--- src/rtl/assert_macros.svh ---
// Assertion macros used by the block's top-level RTL.
// Expects a clock named clock and a reset named reset in the using scope.
`ifndef ASSERT_MACROS_SVH
`define ASSERT_MACROS_SVH

// Checked outside reset.
`define BWPH_ASSERT(lbl, prop, msg) \
   lbl: assert property (@(posedge clock) disable iff (reset) prop) else $error(msg);

// Checked on every edge, reset included.
`define BWPH_ASSERT_ALWAYS(lbl, prop, msg) \
   lbl: assert property (@(posedge clock) prop) else $error(msg);

`endif

--- src/rtl/bwph_pkg.sv ---
// Types, codes and constants of the binary window pattern histogram.
// No dependencies.
package bwph_pkg;

   localparam logic [1:0] MODE_LOAD  = 2'd0;
   localparam logic [1:0] MODE_COUNT = 2'd1;
   localparam logic [1:0] MODE_EMIT  = 2'd2;
   localparam logic [1:0] MODE_NOP   = 2'd3;

   localparam logic [1:0] CSR_WIDTH     = 2'd0;
   localparam logic [1:0] CSR_HEIGHT    = 2'd1;
   localparam logic [1:0] CSR_MIN_COUNT = 2'd2;
   localparam logic [1:0] CSR_RECT_SIZE = 2'd3;

   localparam int CSR_DATA_BITS = 18;
   localparam int PAT_BITS      = 9;
   localparam int HIST_BINS     = 512;
   localparam int TAPS          = 9;
   localparam int CENTRE_BIT    = 4;

   localparam logic [31:0] WHITE_PIXEL = 32'hffff_ffff;

   localparam logic [9:0]  RST_WIDTH     = 10'd512;
   localparam logic [9:0]  RST_HEIGHT    = 10'd512;
   localparam logic [17:0] RST_MIN_COUNT = 18'd1;
   localparam logic [7:0]  RST_RECT_SIZE = 8'd8;

   typedef struct packed {
      logic       accept;
      logic       load;
      logic       fix;
      logic       rd_en;
      logic [3:0] tap;
      logic       cap_en;
      logic [3:0] cap_tap;
      logic       hist_rd;
      logic       count_upd;
      logic       emit_upd;
      logic       clr_en;
      logic [8:0] clr_addr;
   } cmd_type;

   typedef struct packed {
      logic new_frame;
      logic out_busy;
   } status_type;

   // window tap k sits at column offset k/3 and row offset k%3 (both minus one)
   function automatic logic [1:0] tap_dx(input logic [3:0] tap);
      logic [1:0] r;
      unique case (tap)
         4'd0, 4'd1, 4'd2: r = 2'd0;
         4'd3, 4'd4, 4'd5: r = 2'd1;
         default:          r = 2'd2;
      endcase
      return r;
   endfunction

   function automatic logic [1:0] tap_dy(input logic [3:0] tap);
      logic [1:0] r;
      unique case (tap)
         4'd0, 4'd3, 4'd6: r = 2'd0;
         4'd1, 4'd4, 4'd7: r = 2'd1;
         default:          r = 2'd2;
      endcase
      return r;
   endfunction

endpackage

--- src/rtl/bwph_ctrl.sv ---
// Sequencer of the pattern histogram: clear sweep, load, window reads, bin update.
// Depends on bwph_pkg.
module bwph_ctrl (
   input  logic                 clock,
   input  logic                 reset,
   input  logic                 req_valid,
   input  logic [1:0]           req_mode,
   output logic                 req_ready,
   input  bwph_pkg::status_type status,
   output bwph_pkg::cmd_type    cmd
);

   typedef enum logic [2:0] {
      ST_CLEAR, ST_IDLE, ST_LOAD, ST_FIX, ST_READ, ST_HREAD, ST_UPDATE
   } state_type;

   state_type  state_ff, state_in;
   logic [3:0] tap_ff, tap_in;
   logic [8:0] clr_ff, clr_in;
   logic       emit_ff, emit_in;
   logic       accept;

   assign req_ready = (state_ff == ST_IDLE);
   assign accept    = req_valid && req_ready;

   always_comb begin
      state_in = state_ff;
      tap_in   = tap_ff;
      clr_in   = clr_ff;
      emit_in  = emit_ff;
      unique case (state_ff)
         ST_CLEAR: begin
            clr_in = clr_ff + 9'd1;
            if (clr_ff == 9'(bwph_pkg::HIST_BINS - 1)) state_in = ST_IDLE;
         end
         ST_IDLE: begin
            if (accept) begin
               emit_in = (req_mode == bwph_pkg::MODE_EMIT);
               priority if (req_mode == bwph_pkg::MODE_LOAD) state_in = ST_LOAD;
               else if (req_mode == bwph_pkg::MODE_COUNT ||
                        req_mode == bwph_pkg::MODE_EMIT) state_in = ST_FIX;
               else state_in = ST_IDLE;
            end
         end
         ST_LOAD: begin
            clr_in   = 9'd0;
            state_in = status.new_frame ? ST_CLEAR : ST_IDLE;
         end
         ST_FIX: begin
            tap_in   = 4'd0;
            state_in = ST_READ;
         end
         ST_READ: begin
            tap_in = tap_ff + 4'd1;
            if (tap_ff == 4'(bwph_pkg::TAPS)) state_in = ST_HREAD;
         end
         ST_HREAD: state_in = ST_UPDATE;
         ST_UPDATE: begin
            if (!(emit_ff && status.out_busy)) state_in = ST_IDLE;
         end
         default: state_in = ST_IDLE;
      endcase
   end

   always_ff @(posedge clock) begin
      if (reset) begin
         state_ff <= ST_CLEAR;
         tap_ff   <= 4'd0;
         clr_ff   <= 9'd0;
         emit_ff  <= 1'b0;
      end else begin
         state_ff <= state_in;
         tap_ff   <= tap_in;
         clr_ff   <= clr_in;
         emit_ff  <= emit_in;
      end
   end

   always_comb begin
      cmd           = '0;
      cmd.accept    = accept;
      cmd.load      = (state_ff == ST_LOAD);
      cmd.fix       = (state_ff == ST_FIX);
      cmd.tap       = tap_ff;
      cmd.rd_en     = (state_ff == ST_READ) && (tap_ff < 4'(bwph_pkg::TAPS));
      cmd.cap_en    = (state_ff == ST_READ) && (tap_ff != 4'd0);
      cmd.cap_tap   = tap_ff - 4'd1;
      cmd.hist_rd   = (state_ff == ST_HREAD);
      cmd.count_upd = (state_ff == ST_UPDATE) && !emit_ff;
      cmd.emit_upd  = (state_ff == ST_UPDATE) && emit_ff && !status.out_busy;
      cmd.clr_en    = (state_ff == ST_CLEAR);
      cmd.clr_addr  = clr_ff;
   end

endmodule

--- config.mk ---
export PLATFORM = sky130hd
export DESIGN_NAME = bwph_ctrl
export DESIGN_NICKNAME = d
export VERILOG_FILES = /design/src/rtl/assert_macros.svh /design/src/rtl/bwph_pkg.sv /design/src/rtl/bwph_ctrl.sv
export SDC_FILE = /design/constraint.sdc
export NUM_CORES = 1
export LEC_CHECK = 0
export ABC_AREA = 1
export BUFFER_PORTS_ARGS = -buffer_cell sky130_fd_sc_hd__buf_2
export CELL_PAD_IN_SITES_DETAIL_PLACEMENT = 1
export CELL_PAD_IN_SITES_GLOBAL_PLACEMENT = 1
export CORE_MARGIN = 5
export CORE_UTILIZATION = 36
export DETAILED_ROUTE_END_ITERATION = 7
export GPL_TIMING_DRIVEN = 0
export PLACE_DENSITY = 0.83
export SYNTH_ARGS = -nofsm -noshare
export SYNTH_HDL_FRONTEND = slang
export SYNTH_SLANG_ARGS = --single-unit
--- constraint.sdc ---
create_clock -name clock -period 2.82 [get_ports clock]
set_input_delay 0.564 -clock clock [delete_from_list [all_inputs] [get_ports clock]]
set_output_delay 0.564 -clock clock [all_outputs]
set_load 0.02 [all_outputs]
**Word-level counts from Yosys, hierarchy flattened**

Index checks and enable logic that the tools add are counted.

- $lt $le $gt $ge: 1
- $add $sub $neg: 3
- Reduce and logical (&&, ||, !) cells: 17
- Multiplexer cells: 10
- Equal/unequal tests: 14

Operators with widths:

| kind | number |
|---|---|
| case mux 3 bit (7 select lines) | 1 |
| case mux 9 bit (2 select lines) | 1 |
| 2-to-1 mux 3 bit | 4 |
| adder 9 x 1 -> 9 bit, second input constant | 1 |
| == test 3 bit, second input constant | 3 |
| == test 9 bit, second input constant | 1 |
| case mux 4 bit (2 select lines) | 1 |
| logical AND 1 bit | 7 |
| == test 3 x 2 -> 1 bit, second input constant | 2 |
| adder 4 x 1 -> 4 bit, second input constant | 1 |
| == test 4 bit, second input constant | 1 |
| < comparator 4 bit, second input constant | 1 |
| 2-to-1 mux 2 bit | 2 |
| inequality test 2 x 1 -> 1 bit, second input constant | 2 |
| inequality test 2 bit, second input constant | 2 |
| AND reduction 4 bit | 1 |
| nonzero test 2 bit | 2 |
| nonzero test 4 bit | 1 |
| subtractor 4 x 1 -> 4 bit, second input constant | 1 |
| == test 3 x 1 -> 1 bit, second input constant | 1 |
| logical NOT 3 bit | 1 |
| == test 2 x 1 -> 1 bit, second input constant | 1 |
| == test 2 bit, second input constant | 1 |
| logical NOT 1 bit | 2 |
| 4 further kinds | 4 |

- Word-level logic and storage cells: 49
- Output and inout port bits: 27
- Flip-flop bits (word level): 17
- Input port bits: 7

**Logic depth before layout (Yosys ltp)**

Gate-level depths: netlist of the first run.

- Word-level depth: 6
- Gate-level depth with buffers: 10
- Gate-level depth less buffers: 10

**Worst setup path before layout of the first run**

OpenSTA, ideal clock, no wires.

- Path kind: reg-to-output
- From: register tap_ff[0]
- To: output port cmd[17] (netlist bit)
- Stages on the path, launching flop included: 4
- Buffers on the path: 0
- Required time: 2.256 ns
- Arrival time: 1.364 ns
- Setup slack: 0.892 ns
- Path through: dfxtp_1 inv_1 ha_1 a31oi_1

RTL lines:

| element | RTL line | text |
|---|---|---|
| from (decl) | bwph_ctrl.sv:18 | `logic [3:0] tap_ff, tap_in;` |
| from (signal assigned) | bwph_ctrl.sv:73 | `tap_ff <= tap_in;` |
| to (decl) | bwph_ctrl.sv:10 | `output bwph_pkg::cmd_type cmd` |

==> flow_summary.toml, run 1 <==
[run_status]
status = "complete, no violations"

[critical_path]
r2r-start = "clr_ff[0]"
cp.arrival_ps = 1550
crit_required_ps = 2260
startpoint_type = "flip-flop"
critPathCaptureType = "primary output"
startpoint = "state_ff[2]"
critPathKind = "flip-flop to primary output"
cp_max_fo = 7

[finish]
final_nets = 199
area.growth.synth_to_final_pct = 21.9
n_antenna_cell = 0
num-fill-cells = 380
drive_gt1_share_pct = 26.5
utilization_pct = 45.8

[power]
p_per_area_mw_per_mm2 = 331
irDropWorstVdd_mv = 0.271
leakage_nw = 0.613
finalPower_uw = 414

[sta]
fin_crit_sh_pct = 74.9
rsz0062_at_grt = "false"
hold_viol = 0
skew_ps = 2.96
finalCriticalPeriod_ps = 2110
fin_hold_ws_ps = 517
worst_slack_ps = 707
slew_viol_final = 0
relSlewSlack_pct = 72.2
max_freq_mhz = 473
worst_pin_slew_ps = 416
setup_viol = 0
tns_ps = 0

[placement]
place_ws_ps = 900
place_hpwl_um = 2510
routabilityCongestion = 0.822
io_buffers = 32

[clock_tree]
cts_buffers = 3
ctsResizeCount = 0
clk_path_buf_depth = 2
cts-root-buf = "clkbuf_4"
cts_tree = "done"
postCtsHoldBufs = 0
clk_pin_slew_ps = 110
clock_sink_count = 17
post_cts_buffers = 0
insertion_delay_ps = 300
h-tree-depth = 1

[job]
maxCapViolCount = 0

[logic_synthesis]
synth_nets = 162
synth-seq-cells = 17
synth_cells = 149
synth_warnings = 0
synth_seq_area_share_pct = 33.1
synth.distinct_cells = 29
synth.cell_area_mm2 = 0.00103
avgSynthCellArea_um2 = 6.89

[die]
core_mm2 = 0.00273
rows = 19
chipWidth_um = 63.4
ios = 34
die-area_mm2 = 0.00402
start_util_pct = 37.6
fp.dieH_um = 63.4

[drt]
detail_route.wl_per_cell_um = 14.3
drt-pass1-iter-count = 4
drt_iter0_markers = 32
vias_per_cell = 5.12
antenna_left = 0
route.detailed.drc = 0
vias = 1106
totalWireLength_um = 3100

[global_routing]
antenna_found_initial = 0
overflow = 0
grt_pass1_wl_um = 5290
grt_usage_pct = 16.1
grt_max_degree = 10
grt_pass1_vias = 1170

[hold_path]
min_path_type = "flip-flop to flip-flop"
holdCritStartpoint = "clr_ff[2]"
-- cell usage in the layout (no fill, tap or decap), types with 2 or more instances in the layout --
cell	n
nand4_1	3
nor2_2	4
ha_1	6
nand3b_1	2
nand3_1	11
clkbuf_1	2
nand2_1	28
xor2_1	3
nor2_1	17
inv_2	4
inv_1	17
buf_2	32
a21oi_1	13
nor3_1	2
dfxtp_1	17
clkbuf_4	3
o21ai_0	7
-- cell usage after synthesis --
cell type / instances / area [um^2]
nor3_2: 1 / 10.0
nand2_4: 1 / 11.3
nor4_1: 1 / 6.26
a211oi_1: 1 / 7.51
nor3_1: 2 / 10.0
inv_4: 1 / 6.26
nand2_1: 28 / 105
nor2_1: 17 / 63.8
nand3_1: 11 / 55.1
xor2_1: 3 / 26.3
nor3_4: 1 / 16.3
or2_2: 1 / 6.26
nor2_2: 4 / 25.0
o21ai_0: 7 / 35.0
inv_1: 17 / 63.8
nand4_1: 3 / 18.8
nor3b_1: 1 / 7.51
and3_1: 1 / 6.26
dfxtp_1: 17 / 340
o22ai_1: 1 / 6.26
ha_1: 6 / 75.1
o21ai_1: 1 / 5.00
inv_2: 4 / 15.0
a22oi_1: 1 / 7.51
clkbuf_1: 1 / 3.75
buf_4: 1 / 7.51
nand3b_1: 2 / 15.0
a31oi_1: 1 / 6.26
a21oi_1: 13 / 65.1
-- layer usage --
layer	GRT usage [%]	part of all wire, %	vias up
met5	0	0	-
met4	5.45	1.0	0
met3	3.37	4.2	4
met2	28.9	49	21
met1	18.5	46	522
li1	-	-	559
-- cells by family (layout without fill, tap and decap cells) --
group           Yosys count  after routing  share of synthesized area [%]
simple gates             74             74                           34.7
compound gates           25             25                           12.9
flops                    17             17                           33.1
xor+xnor                  3              3                           2.56
buf+inv                  24             60                           9.38
fa+ha+maj                 6              6                           7.31
-- path summary, 6_finish.rpt --
| path | endpoint | cells past startpoint | slack, ps |
|---|---|---|---|
| max | cmd[9] | 4 | 710 |
| min | clr_ff[2] | 2 | 520 |
| max reg2reg | state_ff[1] | 10 | 920 |
| min reg2reg | clr_ff[2] | 2 | 520 |
-- flip-flops by register name (all words and copies together), names as in the netlist --
name	cells
clr_ff	9
tap_ff	4
emit_ff	1
state_ff	3
-- layout make-up --
cell class / count / area [um^2] / share of cell area [%]
tap: 31 / 38.8 / 3.10
clock buffer: 4 / 26.3 / 2.10
inverter: 22 / 85.1 / 6.79
timing repair buffer: 32 / 160 / 12.8
sequential: 17 / 340 / 27.2
multi-input combinational: 108 / 591 / 47.2
buffer: 2 / 11.3 / 0.899
-- report_power, final --
group          total, mW  switching (mW)  internal (mW)
combinational     0.0270          0.0173        0.00972
clock              0.140          0.0846         0.0551
sequential         0.248         0.00402          0.244
total              0.414           0.106          0.308
-- critical path, stage by stage, from the launching register on --
cell     delay, ps
dfxtp_1        420
nor2_1         340
nand2_1        160
inv_2          140
buf_2          180
-- per-stage QoR --
| stage | cell area, um^2 | instances |
|---|---|---|
| final | 1250 | 216 |
| after global routing | 1250 | 216 |
| after CTS | 1250 | 216 |
| after detailed placement | 1230 | 212 |
| after global placement | 1230 | 212 |
| after floorplan | 1030 | 149 |
No activity file was read; power rests on OpenSTA's default activity.
==> run 2: changes to the inputs <==
--- a/config.mk
+++ b/config.mk
@@ -10,10 +10,10 @@
 export CELL_PAD_IN_SITES_DETAIL_PLACEMENT = 1
 export CELL_PAD_IN_SITES_GLOBAL_PLACEMENT = 1
 export CORE_MARGIN = 5
-export CORE_UTILIZATION = 36
+export CORE_UTILIZATION = 30
 export DETAILED_ROUTE_END_ITERATION = 7
 export GPL_TIMING_DRIVEN = 0
-export PLACE_DENSITY = 0.83
+export PLACE_DENSITY = 0.74
 export SYNTH_ARGS = -nofsm -noshare
 export SYNTH_HDL_FRONTEND = slang
 export SYNTH_SLANG_ARGS = --single-unit
==> constraint.sdc (replaced) <==
create_clock -name clock -period 1.9 [get_ports clock]
set_input_delay 0.38 -clock clock [delete_from_list [all_inputs] [get_ports clock]]
set_output_delay 0.38 -clock clock [all_outputs]
set_load 0.02 [all_outputs]
==> run 2 against run 1 <==
Against the previous run:
- hold slack worse by 120 ps
- sequential share of layout area is 0.33 points lower
- die area is 17% higher
- critical path type unchanged
- routed wire length is 2.6% lower
- largest power group unchanged
- first-iteration DRC count is 53% higher
- clock power is 50% higher
- power is 49% higher
- register-to-register slack worse by 750 ps
- largest cell class unchanged
==> flow_summary.toml, run 2 (synthesized netlist as in run 1, its figures left out) <==
[run_status]
status = "complete, no violations"

[sta]
worst_slack_ps = 123
relSlewSlack_pct = 71.6
worst_pin_slew_ps = 426
fin_hold_ws_ps = 397
skew_ps = 8.96
slew_viol_final = 0
setup_viol = 0
rsz0062_at_grt = "false"
tns_ps = 0
max_freq_mhz = 563
finalCriticalPeriod_ps = 1780
hold_viol = 0
fin_crit_sh_pct = 93.5

[die]
die-area_mm2 = 0.00469
start_util_pct = 30.8
fp.dieH_um = 68.5
ios = 34
chipWidth_um = 68.5
rows = 21
core_mm2 = 0.00334

[critical_path]
startpoint = "tap_ff[0]"
cp.arrival_ps = 1400
r2r-start = "clr_ff[0]"
startpoint_type = "flip-flop"
crit_required_ps = 1520
cp_max_fo = 7
critPathCaptureType = "primary output"
critPathKind = "flip-flop to primary output"

[finish]
final_common_cell = "buf_2"
final_nets = 201
drive_gt1_share_pct = 32.6
fin_cells = 233
largest_reg_flops = 9
num-fill-cells = 458
reg_top3 = "clr_ff: 9 flops, tap_ff: 4 flops, state_ff: 3 flops"
area.growth.synth_to_final_pct = 27.5
utilization_pct = 39.3
top_register = "clr_ff"
fin_area_mm2 = 0.00131
n_antenna_cell = 0
mostFrequentLayoutCells = "buf_2 (32), nand2_1 (28), inv_1 (17), nor2_1 (15), a21oi_1 (13)"

[placement]
place_ws_ps = 8.61
routabilityCongestion = 0.791
place_hpwl_um = 2410
dp_cells = 227
placed_area_mm2 = 0.00124
io_buffers = 32

[power]
finalPower_uw = 616
irDropWorstVdd_mv = 0.283
p_per_area_mw_per_mm2 = 470
leakage_nw = 0.628

[drt]
route.detailed.drc = 0
drt_iter0_markers = 49
drt-pass1-iter-count = 4
antenna_left = 0
vias_per_cell = 4.81
detail_route.wl_per_cell_um = 13.0
totalWireLength_um = 3020
vias = 1120

[clock_tree]
cts_tree = "done"
clock_sink_count = 17
insertion_delay_ps = 310
clk_path_buf_depth = 2
h-tree-depth = 1
clk_pin_slew_ps = 110
postCtsHoldBufs = 0
cts_buffers = 3
cts-root-buf = "clkbuf_4"

[global_routing]
grt_usage_pct = 13.8
overflow = 0
antenna_found_initial = 0
grt_pass1_vias = 1096
grt_pass1_wl_um = 4930
grt_max_degree = 11

[hold_path]
holdCritStartpoint = "req_mode[0]"
min_path_type = "primary input to flip-flop"

[job]
maxCapViolCount = 0
==> run 2: cell count changes in the layout (fill, tap and decap cells not counted), sizes merged <==
| cell | before | now |
|---|---|---|
| clkbuf | 5 | 4 |
| buf | 33 | 35 |
| clkinv | 0 | 1 |
==> run 2: final cells by class <==
type	instances	area, um^2	share of cell area (%)
buffer	2	11.3	0.860
clock buffer	3	22.5	1.72
clock inverter	1	5.00	0.382
inverter	22	85.1	6.49
multi-input combinational	108	602	45.9
sequential	17	352	26.8
tap	46	57.6	4.39
timing repair buffer	34	175	13.4
==> run 2: worst max-delay path, cell delays in order (launching register included) <==
cell,delay [ps]
dfxtp_2,400
inv_1,100
ha_1,240
a21oi_1,150
nor2_1,60
buf_2,160
==> run 2: routing by layer <==
layer	global-route usage, %	wire length (um)	part of all wire [%]	vias to the layer above
li1	-	-	-	565
met1	17.6	1350	45	526
met2	22.9	1470	49	23
met3	1.30	127	4.2	6
met4	7.44	78	2.6	0
met5	0	0	0	-
==> run 2: what timing repair did <==
item | 4_1_cts | 5_1_grt
setup buffers | 0 | 2
endpoints found under the setup margin | 4 | 9
gates resized for setup | 1 | 10
pin swaps | 0 | 1
==> run 2: path summary, 6_finish.rpt <==
path | slack, ps | cells after the start | end
worst max register to register | 170 | 10 | state_ff[0]
worst max-delay path | 120 | 5 | cmd[22]
worst min register to register | 480 | 1 | clr_ff[0]
worst min-delay path | 400 | 3 | emit_ff
==> run 2: power by group <==
| group | internal (mW) | total [mW] | switching (mW) |
|---|---|---|---|
| combinational | 0.0139 | 0.0385 | 0.0245 |
| sequential | 0.362 | 0.368 | 0.00600 |
| clock | 0.0787 | 0.210 | 0.132 |
| total | 0.454 | 0.616 | 0.162 |
==> run 3: changes to the inputs <==
--- a/config.mk
+++ b/config.mk
@@ -5,15 +5,14 @@
 export SDC_FILE = /design/constraint.sdc
 export NUM_CORES = 1
 export LEC_CHECK = 0
-export ABC_AREA = 1
 export BUFFER_PORTS_ARGS = -buffer_cell sky130_fd_sc_hd__buf_2
 export CELL_PAD_IN_SITES_DETAIL_PLACEMENT = 1
 export CELL_PAD_IN_SITES_GLOBAL_PLACEMENT = 1
 export CORE_MARGIN = 5
-export CORE_UTILIZATION = 30
+export CORE_UTILIZATION = 32
 export DETAILED_ROUTE_END_ITERATION = 7
 export GPL_TIMING_DRIVEN = 0
-export PLACE_DENSITY = 0.74
+export PLACE_DENSITY = 0.75
 export SYNTH_ARGS = -nofsm -noshare
 export SYNTH_HDL_FRONTEND = slang
 export SYNTH_SLANG_ARGS = --single-unit
==> run 3 against run 2 <==
Against the previous run:
- clock power fell by 4%
- synthesized cell count fell by 10%
- register-to-register slack improved by 20 ps
- combinational power rose by 16%
- routed wire length rose by 8.2%
- setup slack got worse by 73 ps
- sequential power barely moved
- critical path depth fell by 1
- maximum frequency fell by 3.9%
- final cell count fell by 8.6%
- core utilization rose by 4.9 points
==> flow_summary.toml, run 3 <==
[run_status]
status = "complete, no violations"

[clock_tree]
post_cts_buffers = 0
cts_tree = "done"
clk_path_buf_depth = 2
cts-root-buf = "clkbuf_4"
postCtsHoldBufs = 0
clk_pin_slew_ps = 110
h-tree-depth = 1
insertion_delay_ps = 300
ctsResizeCount = 14
cts_buffers = 3
clock_sink_count = 17

[drt]
antenna_left = 0
route.detailed.drc = 0
vias_per_cell = 5.21
vias = 1109
drt_iter0_markers = 34
drt-pass1-iter-count = 5
detail_route.wl_per_cell_um = 15.3
totalWireLength_um = 3270

[critical_path]
worst-path-buf-inv = 2
cp.arrival_ps = 1470
critPathKind = "flip-flop to primary output"
r2r-start = "clr_ff[1]"
critPathCaptureType = "primary output"
crit_required_ps = 1520
regToRegSetupSlack_ps = 190
crit_end = "cmd[22]"
cp_max_fo = 9
path_delay_family = "simple AND/OR/NAND/NOR gates"
crit_path_max_incr_delay_ps = 410
path_depth = 4
crit_path_top_delay_cell = "or3b_4"
cp_cell_sequence = "buf_6 -> or3b_4 -> a21oi_1 -> buf_4"
startpoint = "state_ff[1]"
r2r_cells = 6
startpoint_type = "flip-flop"
regToRegEndpoint = "state_ff[0]"

[sta]
setup_viol = 0
rsz0062_at_grt = "true"
fin_crit_sh_pct = 97.3
finalCriticalPeriod_ps = 1850
relSlewSlack_pct = 68.5
max_freq_mhz = 541
skew_ps = 10.9
worst_slack_ps = 50.5
hold_viol = 0
worst_pin_slew_ps = 473
fin_hold_ws_ps = 369
slew_viol_final = 0

[die]
ios = 34
fp.dieH_um = 67.5
die-area_mm2 = 0.00456
core_mm2 = 0.00310
rows = 20
start_util_pct = 34.2
chipWidth_um = 67.5

[finish]
largest_reg_flops = 9
reg_top3 = "clr_ff: 9 flops, tap_ff: 4 flops, state_ff: 3 flops"
area.growth.synth_to_final_pct = 29.4
num-fill-cells = 406
fin_cells = 213
top_register = "clr_ff"
mostFrequentLayoutCells = "buf_2 (27), a21oi_1 (19), dfxtp_1 (12), nand2_1 (9), nor2_1 (8)"
final_nets = 183
fin_area_mm2 = 0.00137
final_common_cell = "buf_2"
drive_gt1_share_pct = 33.7
n_antenna_cell = 0

[global_routing]
grt_util_met3_pct = 2.66
met2_usage_pct = 25.9
overflow = 0
antenna_found_initial = 0
grt_pass1_wl_um = 5410
grt_busiest_layer = "met2"
grt_pass1_vias = 1184
grt_usage_pct = 15.5
grt_max_degree = 11
grtUsageMet1_pct = 19.8

[logic_synthesis]
synth_common_cells = "a21oi_1 (19), dfxtp_1 (17), nand2_1 (9), inv_1 (8), nor2_1 (8)"
synth_nets = 147
synth.distinct_cells = 39
synth_warnings = 0
synth.most_common_cell = "a21oi_1"
yosysTopAreaCell = "dfxtp_1"
avgSynthCellArea_um2 = 7.91
synth_seq_area_share_pct = 32.1
synth.cell_area_mm2 = 0.00106
async_flop_share_pct = 0
synth_edf_count = 0
synth_cells = 134
synth-main-ff-cell = "dfxtp_1"
synth-seq-cells = 17
synthTopCellsByArea = "dfxtp_1 (32%), a21oi_1 (9.0%), ha_1 (7.1%)"
synth_top_area_share_pct = 32.1

[placement]
place_hpwl_um = 2460
io_buffers = 32
dp_cells = 210
place_ws_ps = 37.9
routabilityCongestion = 0.781
placed_area_mm2 = 0.00128

[power]
p_clk_share_pct = 32.8
leakage_nw = 0.569
finalPower_uw = 616
p_sw_share_pct = 25.3
irDropWorstVdd_mv = 0.174
p_int_uw = 460
power.switching_uw = 156
p_seq_share_pct = 59.9
p_per_area_mw_per_mm2 = 449
combinationalPowerShare_pct = 7.3

[job]
maxCapViolCount = 0

[hold_path]
min_path_type = "primary input to flip-flop"
run 3: cell type report:
class | instances | area (um^2) | share of cell area [%]
Sequential cell | 17 | 349 | 25.5
Buffer | 8 | 61.3 | 4.47
Tap cell | 44 | 55.1 | 4.01
Timing Repair Buffer | 32 | 173 | 12.6
Clock buffer | 4 | 26.3 | 1.92
Multi-Input combinational cell | 100 | 677 | 49.4
Inverter | 8 | 30.0 | 2.19
run 3: worst min-delay path by stage:
stage / to / slack (ps) / from / cells past startpoint
floorplan: emit_ff / 470 / emit_ff / 2
global placement: clr_ff[8] / 470 / clr_ff[8] / 2
detailed placement: clr_ff[8] / 480 / clr_ff[8] / 2
CTS: emit_ff / 370 / req_mode[1] / 3
global route: emit_ff / 360 / req_mode[1] / 3
finish: emit_ff / 370 / req_mode[1] / 3
run 3: cell families (layout without fill, tap and decap cells):
logic type      count (synthesis)  count (layout)  synth area share [%]
simple gates                   55              55                  30.6
compound gates                 35              35                  19.6
flops                          17              17                  32.1
buf+inv                        17              52                  7.08
fa+ha+maj                       6               6                  7.08
xor+xnor                        2               2                  1.65
mux                             2               2                  1.89
run 3: per-layer routing:
metal,vias to the layer above,share of wire (%)
met2,20,49
met5,-,0
met3,5,3.0
met4,0,1.3
met1,529,47
li1,555,-
run 3: worst register-to-register path, cell delays in order (launching register included):
cell	delay, ps
dfxtp_1	430
ha_2	250
nand3_1	140
nor3_1	270
ha_1	190
o221ai_1	170
a211oi_1	190
run 3: per-stage QoR:
step | util (%) | TNS [ps]
after detailed placement | 41.3 | 0
after global placement | 41.3 | 0
after CTS | 43.1 | -31.9
after floorplan | - | 0
final | 44.2 | 0
after global routing | 44.2 | -23.1
run 3: power by group through the flow:
stage | Sequential [mW] | Clock (mW) | Combinational (mW)
CTS | 0.370 | 0.206 | 0.0438
finish | 0.369 | 0.202 | 0.0448
global placement | 0.377 | 0 | 0.0423
detailed placement | 0.378 | 0 | 0.0436
global route | 0.370 | 0.227 | 0.0490
floorplan | 0.382 | 0 | 0.0190
